`src/hdl/hscf_pkg.sv`:
```
// Package for the handshake serial character framer.
// Holds the transaction types and framing constants; depends on nothing.
`timescale 1ns / 1ps

package hscf_pkg;

    localparam int STUFF_PERIOD   = 4;
    localparam int PREAMBLE_ZEROS = 5;
    localparam int CHAR_BITS      = 10;
    localparam int POS_MAX        = (PREAMBLE_ZEROS > CHAR_BITS) ? PREAMBLE_ZEROS : CHAR_BITS;
    localparam int POS_W          = $clog2(POS_MAX + 1);
    localparam int CNT_W          = $clog2(STUFF_PERIOD);

    localparam logic REQ_CONNECT = 1'b0;
    localparam logic REQ_CHAR    = 1'b1;

    typedef struct packed {
        logic       req_type;
        logic [7:0] char_code;
    } t_req;

    typedef struct packed {
        logic line_bit;
        logic last_bit;
    } t_res;

endpackage

```
`src/hdl/handshake_serial_char_framer_core.sv`:
```
// Top level of the handshake serial character framer.
// Uses hscf_pkg for the transaction types and framing constants.
// How to use this block:
// Requests arrive on the input channel (i_in_valid, o_in_stall, i_in_data) and line bits
// leave on the output channel (o_out_valid, i_out_stall, o_out_data), one bit per
// transaction, with last_bit set on the final bit of each request.
// A connect request yields a 1 and then the preamble zeros (6 transactions) and clears
// the stuffing count. A character request yields the start bits 1 and 0 and the eight
// data bits, most significant first, with an extra 1 after every fourth counted bit,
// giving 12 or 13 transactions.
// An accepted request waits in a one-entry holding register and enters the serialiser
// once the serialiser is idle or is emitting the final bit of the current request.
// The serialiser emits one bit per cycle while the receiver does not stall, so the bits
// of a waiting request (6, or 12 or 13) follow those of the previous one without a gap.
// o_in_stall is high while the holding register is full.
// When the receiver stalls, the output register holds its bit and the serialiser waits.
// Reset empties the holding and output registers, stops the serialiser and clears
// the stuffing count.
`timescale 1ns / 1ps

module handshake_serial_char_framer_core (
    input  logic          i_clk,
    input  logic          i_rst_n,
    input  logic          i_in_valid,
    output logic          o_in_stall,
    input  hscf_pkg::t_req i_in_data,
    output logic          o_out_valid,
    input  logic          i_out_stall,
    output hscf_pkg::t_res o_out_data
);

    logic                       r_pend_valid;
    hscf_pkg::t_req             r_pend;
    logic                       r_busy;
    hscf_pkg::t_req             r_cur;
    logic [hscf_pkg::POS_W-1:0] r_pos;
    logic [hscf_pkg::CNT_W-1:0] r_stuff_count;
    logic                       r_stuff_pend;
    logic                       r_out_valid;
    hscf_pkg::t_res             r_out;

    logic                       accept;
    logic                       advance;
    logic                       load;
    logic                       gen_bit;
    logic                       gen_last;
    logic                       cnt_wrap;
    logic [hscf_pkg::POS_W-1:0] bit_sel;

    assign accept   = i_in_valid && !r_pend_valid;
    assign advance  = r_busy && (!r_out_valid || !i_out_stall);
    assign cnt_wrap = (r_stuff_count == hscf_pkg::CNT_W'(hscf_pkg::STUFF_PERIOD - 1));
    assign bit_sel  = hscf_pkg::POS_W'(hscf_pkg::CHAR_BITS - 1) - r_pos;

    always_comb begin
        gen_bit  = 1'b0;
        gen_last = 1'b0;
        if (r_cur.req_type == hscf_pkg::REQ_CONNECT) begin
            gen_bit  = (r_pos == '0);
            gen_last = (r_pos == hscf_pkg::POS_W'(hscf_pkg::PREAMBLE_ZEROS));
        end else if (r_stuff_pend) begin
            gen_bit  = 1'b1;
            gen_last = (r_pos == hscf_pkg::POS_W'(hscf_pkg::CHAR_BITS));
        end else begin
            if (r_pos == '0) begin
                gen_bit = 1'b1;
            end else if (r_pos == hscf_pkg::POS_W'(1)) begin
                gen_bit = 1'b0;
            end else begin
                gen_bit = r_cur.char_code[bit_sel[2:0]];
            end
            gen_last = (r_pos == hscf_pkg::POS_W'(hscf_pkg::CHAR_BITS - 1)) && !cnt_wrap;
        end
    end

    assign load = r_pend_valid && (!r_busy || (advance && gen_last));

    always_ff @(posedge i_clk) begin
        if (!i_rst_n) begin
            r_pend_valid  <= 1'b0;
            r_busy        <= 1'b0;
            r_pos         <= '0;
            r_stuff_count <= '0;
            r_stuff_pend  <= 1'b0;
            r_out_valid   <= 1'b0;
        end else begin
            if (accept) begin
                r_pend_valid <= 1'b1;
                r_pend       <= i_in_data;
            end else if (load) begin
                r_pend_valid <= 1'b0;
            end

            if (advance) begin
                r_out_valid    <= 1'b1;
                r_out.line_bit <= gen_bit;
                r_out.last_bit <= gen_last;
                if (r_cur.req_type == hscf_pkg::REQ_CONNECT) begin
                    if (gen_last) begin
                        r_stuff_count <= '0;
                    end
                end else if (r_stuff_pend) begin
                    r_stuff_pend <= 1'b0;
                end else begin
                    if (cnt_wrap) begin
                        r_stuff_count <= '0;
                        r_stuff_pend  <= 1'b1;
                    end else begin
                        r_stuff_count <= r_stuff_count + hscf_pkg::CNT_W'(1);
                    end
                end
            end else if (!i_out_stall) begin
                r_out_valid <= 1'b0;
            end

            if (load) begin
                r_busy <= 1'b1;
                r_cur  <= r_pend;
                r_pos  <= '0;
            end else if (advance) begin
                if (gen_last) begin
                    r_busy <= 1'b0;
                end
                if (!r_stuff_pend) begin
                    r_pos <= r_pos + hscf_pkg::POS_W'(1);
                end
            end
        end
    end

    assign o_in_stall  = r_pend_valid;
    assign o_out_valid = r_out_valid;
    assign o_out_data  = r_out;

    a_pend_filled: assert property (@(posedge i_clk) disable iff (!i_rst_n)
        accept |=> r_pend_valid)
        else $error("Accepted request did not reach the holding register.");

    a_stuff_in_char: assert property (@(posedge i_clk) disable iff (!i_rst_n)
        r_stuff_pend |-> (r_busy && r_cur.req_type == hscf_pkg::REQ_CHAR))
        else $error("Stuff bit pending outside a character request.");

    a_connect_clears: assert property (@(posedge i_clk) disable iff (!i_rst_n)
        (advance && gen_last && r_cur.req_type == hscf_pkg::REQ_CONNECT)
        |=> (r_stuff_count == '0))
        else $error("Connect request did not clear the stuffing count.");

    a_out_bit_on_advance: assert property (@(posedge i_clk) disable iff (!i_rst_n)
        advance |=> r_out_valid)
        else $error("Serialised bit was not presented on the output.");

endmodule
```
`config.mk`:
```
export PLATFORM = sky130hd
export DESIGN_NAME = handshake_serial_char_framer_core
export DESIGN_NICKNAME = d
export VERILOG_FILES = /design/src/hdl/hscf_pkg.sv /design/src/hdl/handshake_serial_char_framer_core.sv
export SDC_FILE = /design/constraint.sdc
export NUM_CORES = 1
export LEC_CHECK = 0
export ABC_AREA = 1
export BUFFER_PORTS_ARGS = -buffer_cell sky130_fd_sc_hd__buf_2
export CAP_MARGIN = 20
export CORE_MARGIN = 1
export CORE_UTILIZATION = 55
export CTS_CLUSTER_DIAMETER = 50
export CTS_CLUSTER_SIZE = 28
export DETAILED_ROUTE_END_ITERATION = 12
export HOLD_SLACK_MARGIN = 0.1
export PLACE_DENSITY_LB_ADDON = 0.12
export SYNTH_ARGS = -nofsm -noshare
export SYNTH_HDL_FRONTEND = slang
export SYNTH_SLANG_ARGS = --single-unit
```
`constraint.sdc`:
```
create_clock -name i_clk -period 5.53 [get_ports i_clk]
set_input_delay 0.2765 -clock i_clk [delete_from_list [all_inputs] [get_ports i_clk]]
set_output_delay 0.2765 -clock i_clk [all_outputs]
set_load 0.1 [all_outputs]
```
# Word level (Yosys, flattened, before mapping)
# Cells that the tools add are included.
[op_classes] bitwise_logic=2 eq_ne=7 add_sub_neg=3 order_cmp=1 muxes=21 reduce_logical=25
[ops] op="1-bit 2-to-1 mux" count=16
[ops] op="2-bit AND reduction" count=6
[ops] op="4-bit == test (second input constant)" count=2
[ops] op="2-bit 2-to-1 mux" count=4
[ops] op="2-bit nonzero test" count=4
[ops] op="1-bit logical AND" count=5
[ops] op="1-bit zero test" count=5
[ops] op="4-bit by 1-bit adder with 4-bit output (second input constant)" count=1
[ops] op="4-bit by 1-bit == test with 1-bit output (second input constant)" count=1
[ops] op="4-bit by 3-bit == test with 1-bit output (second input constant)" count=1
[ops] op="4-bit zero test" count=1
[ops] op="3-bit by 4-bit less-than comparator with 1-bit output (second input constant)" count=1
[ops] op="1-bit binary-select mux with 3-bit select" count=1
[ops] op="3-bit AND reduction" count=1
[ops] op="1-bit by 3-bit subtractor with 3-bit output (first input constant)" count=1
[ops] op="2-bit by 1-bit adder with 2-bit output (second input constant)" count=1
[ops] op="2-bit == test (second input constant)" count=1
[ops] op="1-bit logical OR" count=2
[ops] op="2-bit by 1-bit inequality test with 1-bit output (second input constant)" count=1
[ops] op="2-bit inequality test (second input constant)" count=1
[ops] op="1-bit NOT" count=2
[ops] op="2-bit OR reduction" count=1
[totals] word_cells=71 inputBits=13 ff_bits=30 out_inout_bits=4

# Logic depth before layout (Yosys ltp)
[depth] ltp_word=10 mapped_depth=11 ltp_nobuf=11

# Worst setup path after synthesis
# No wires, ideal clock.
[synth_path] path_type="register to register" from="register r_out_valid (netlist: o_out_valid)" to="register r_cur[0] in the netlist's numbering (enable)" t_required_ns=5.156 synth_period_minus_slack_ns=2.077 arrival_time_ns=1.703 setup_time_ns=0.374 path_stages_with_launch=8 n_path_buf=0 setup_slack_ns=3.453 cell_sequence="dfxtp_1 nand2_1 nand2_1 inv_1 nand2_2 nand2_2 nand2_4 nor2_1"
[synth_between] elab_chain_len=7
[synth_rtl] item="start, declared" line="handshake_serial_char_framer_core.sv:39" text="logic r_out_valid;"
[synth_rtl] item="start signal, assigned" line="handshake_serial_char_framer_core.sv:85" text="r_out_valid <= 1'b0;"
[synth_rtl] item="start signal, assigned" line="handshake_serial_char_framer_core.sv:95" text="r_out_valid <= 1'b1;"
[synth_rtl] item="start signal, assigned" line="handshake_serial_char_framer_core.sv:113" text="r_out_valid <= 1'b0;"
[synth_rtl] item="1-bit zero test" line="handshake_serial_char_framer_core.sv:51" text="assign advance = r_busy && (!r_out_valid || !i_out_stall);"
[synth_rtl] item="1-bit logical OR" line="handshake_serial_char_framer_core.sv:51"
[synth_rtl] item="1-bit logical AND" line="handshake_serial_char_framer_core.sv:51"
[synth_rtl] item="1-bit logical AND" line="handshake_serial_char_framer_core.sv:76" text="assign load = r_pend_valid && (!r_busy || (advance && gen_last));"
[synth_rtl] item="1-bit logical OR" line="handshake_serial_char_framer_core.sv:76"
[synth_rtl] item="1-bit logical AND" line="handshake_serial_char_framer_core.sv:76"
[synth_rtl] item="2-bit AND reduction (no source line)"
[synth_rtl] item="end signal, assigned" line="handshake_serial_char_framer_core.sv:118" text="r_cur <= r_pend;"
[synth_rtl] item="end, declared" line="handshake_serial_char_framer_core.sv:35" text="hscf_pkg::t_req r_cur;"
# Every way passes these cells.
# A chain may end at the register's enable or synchronous reset.

# Worst setup path in the final report
[layout_path] from="register r_pos[0] in the netlist's numbering" to="register r_cur[6] in the netlist's numbering (enable)"
[layout_between] elab_chain_len=8 word_cells_on_any_way=10 cone_classes="3 x eq/ne; 2 x mux; 5 x reduce/logical"
[layout_rtl] item="start, declared" line="handshake_serial_char_framer_core.sv:36" text="logic [hscf_pkg::POS_W-1:0] r_pos;"
[layout_rtl] item="start signal, assigned" line="handshake_serial_char_framer_core.sv:125" text="r_pos <= r_pos + hscf_pkg::POS_W'(1);"
[layout_rtl] item="4-bit == test" line="handshake_serial_char_framer_core.sv:72" text="gen_last = (r_pos == hscf_pkg::POS_W'(hscf_pkg::CHAR_BITS - 1)) && !cnt_wrap;"
[layout_rtl] item="1-bit logical AND" line="handshake_serial_char_framer_core.sv:72"
[layout_rtl] item="1-bit 2-to-1 mux" line="handshake_serial_char_framer_core.sv:61" text="end else if (r_stuff_pend) begin"
[layout_rtl] item="1-bit 2-to-1 mux (*)" line="handshake_serial_char_framer_core.sv:58" text="if (r_cur.req_type == hscf_pkg::REQ_CONNECT) begin"
[layout_rtl] item="net gen_last" line="handshake_serial_char_framer_core.sv:46" text="logic gen_last;"
[layout_rtl] item="1-bit logical AND (*)" line="handshake_serial_char_framer_core.sv:76"
[layout_rtl] item="1-bit logical OR (*)" line="handshake_serial_char_framer_core.sv:76"
[layout_rtl] item="1-bit logical AND (*)" line="handshake_serial_char_framer_core.sv:76"
[layout_rtl] item="2-bit AND reduction (no source line) (*)"
# The timed path passes the listed nets; every way through them passes the cells marked *.

==> impl_metrics.yaml <==
critical_path:
  r2r_cells: 9
  cpMostUsedCell: "nand2_2"
  crit_chain: "ha_1 -> nand2_1 -> nand2_1 -> nand3_2 -> nand2_2 -> nand2_2 -> nand2_2 -> nand2_4 -> nor2_1"
  critPathArrivalTime_ps: 2130
  critPathRequiredTime_ps: 5500
  cp_top_family: "simple AND/OR/NAND/NOR gates"
  max_stage_delay_ps: 520
  worstSetupEndpointType: "flip-flop"
  crit_start: "r_pos[0]"
  cp-endpoint: "r_cur[6]"
  crit_slowest_cell: "nor2_1"
  timing.rr.start: "r_pos[0]"
  path_depth: 9
  path_class: "reg -> reg"
  r2r_slack_ps: 3370
  path_max_fanout: 9
  cp_num_buf_inv: 0
  start_kind: "flip-flop"
  reg2reg_to: "r_cur[6]"
die:
  num_io_pins: 17
  die_x_um: 50.3
  die_area_mm2: 0.00253
  rows: 17
  start_util_pct: 58.1
  core_area_mm2: 0.00221
  die_h_um: 50.3
sta:
  worst_pin_slew_ps: 674
  fin_skew_ps: 4.97
  slew-limit-headroom_pct: 54.9
  fin_hold_ws_ps: 121
  fin_crit_ps: 2160
  timing.final.crit_share_pct: 39.1
  rsz0062_at_grt: "no"
  finalHoldViolations: 0
  fmax_mhz: 463
  setup_viol: 0
  final_max_slew_viol_count: 0
  setup_tns_ps: 0
drt:
  drcViolationCount: 0
  ant_nets: 0
  wl_um: 2180
  routed-via-count: 879
  dr.pass1.iters: 4
  avgViaCountPerCell: 4.97
  drt-wirelength-per-cell_um: 12.3
  drtIter0Drc: 9
cts:
  hold_buffers: 6
  clk_pin_slew_worst_paths_ps: 100
  cts_num_sinks: 30
  cts_resized: 0
  cts_buffers: 5
  post-cts-setup-buffers: 0
  cts_root_buffer: "clkbuf_4"
  htreeDepth: 2
  cts_tree: "yes"
  clock_latency_ps: 330
  ctsLongestPathBuffers: 2
global_routing:
  grt_max_degree: 11
  grt-ovfl-total: 0
  grt_pass1_vias: 932
  antenna_found_initial: 0
  grt_use_total_pct: 21.5
  grt_pass1_wl_um: 3720
synthesis:
  syn_avg_cell_area_um2: 10.8
  synth_cell_types: 18
  yosysSeqAreaShare_pct: 62.3
  synth_edf_count: 20
  yosysMostFrequentCell: "nand2_1"
  netlist_instances: 119
  ys_ff_latch: 30
  synth_warnings: 0
  synth_nets: 138
  syn_area_mm2: 0.00128
  yosysTopAreaCellShare_pct: 46.7
  synth_area_leader_cell: "edfxtp_1"
  synth_area_leaders: "edfxtp_1, dfxtp_1, nand2_1, ha_1, inv_1"
  synthArstFlopShare_pct: 0
  synth-main-ff-cell: "edfxtp_1"
  netlist_top_cells_count: "nand2_1, edfxtp_1, inv_1, dfxtp_1"
cells_and_area:
  diodes: 0
  syn_to_final_growth_pct: 19.8
  fin_area_mm2: 0.00154
  drive_gt1_share_pct: 26.8
  nNetsFinal: 167
  fin_util_pct: 69.6
placed_design:
  port_buffers: 16
  dp_hpwl_um: 1560
  gp_congestion: 0.857
  place_area_mm2: 0.00140
power:
  p_leak_uw: 0.000645
  total_power_uw: 478
  powerDensity_mw_per_mm2: 311
  vdd_drop_max_v: 0.000229
outcome:
  outcome: "completed"
min_path:
  hold_class: "in -> reg"
flow_run:
  cap_violations: 0
## logic make-up after synthesis
logic type               share of synthesized area (%)
AND/OR/NAND/NOR                                   21.5
flip-flops                                        62.3
buffers and inverters                             4.38
AO/OA/AOI/OAI                                     3.89
adder cells (fa/ha/maj)                           5.84
XOR/XNOR                                          2.05
## how the worst min path moves through the flow
stage          slack [ps]  cells after the start   endpoint         start
6_report              120                      1  r_pend[3]  i_in_data[3]
5_1_grt               100                      1  r_pend[3]  i_in_data[3]
4_1_cts               100                      1  r_pend[3]  i_in_data[3]
3_5_place_dp          400                      0   r_cur[0]     r_pend[0]
3_3_place_gp          400                      0   r_cur[2]     r_pend[2]
2_1_floorplan         380                      0  r_pend[0]  i_in_data[0]
## where the power goes
group	switching (uW)	total [uW]	internal (uW)
Combinational	34.7	51.3	16.6
Clock	76.7	172	95.3
Sequential	5.99	255	249
Total	117	478	361
## placed cells by master, fill, tap and decap left out, drive strengths merged
cell and count:
nand2 30, bufinv 1, clkbuf 6, xor2 3, nand3 9, nand4 1
clkinvlp 1, o21ai 5, inv 15, nor2 15, dlygate4sd3 6, dfxtp 10
a21oi 5, edfxtp 20, ha 6, buf 16
## cell type report
type	instances	area, um^2
flip-flops and latches	30	801
fillers	165	673
multi-input cells	74	428
repair buffers	22	140
inverters	15	56.3
clock buffers	6	41.3
clock inverters	2	37.5
well taps	28	35.0
## per-stage QoR
step / setup WS, ps / std cells
final: 3370 / 177
after global routing: 3220 / 177
after CTS: 3360 / 177
after detailed placement: 3380 / 163
after global placement: 3500 / 163
after floorplan: 3450 / 119
## flip-flops by register name, summed over array words and instances (netlist names)
register,cells
o_out_data,2
r_stuff_count,2
o_in_stall,1
r_pend,9
o_out_valid,1
r_cur,9
r_pos,4
r_busy,1
r_stuff_pend,1
## metal layers
layer  vias to the layer above  share of wire, %  track usage (%)  wire [um]
met2                        23                55             39.3       1200
li1                        446                 -                -          -
met3                         7               4.1             8.48         90
met1                       403                37             19.0        815
met4                         0               3.5             14.4         76
met5                         -                 0                0          0
Note: power is estimated with default switching activity, not from simulation.
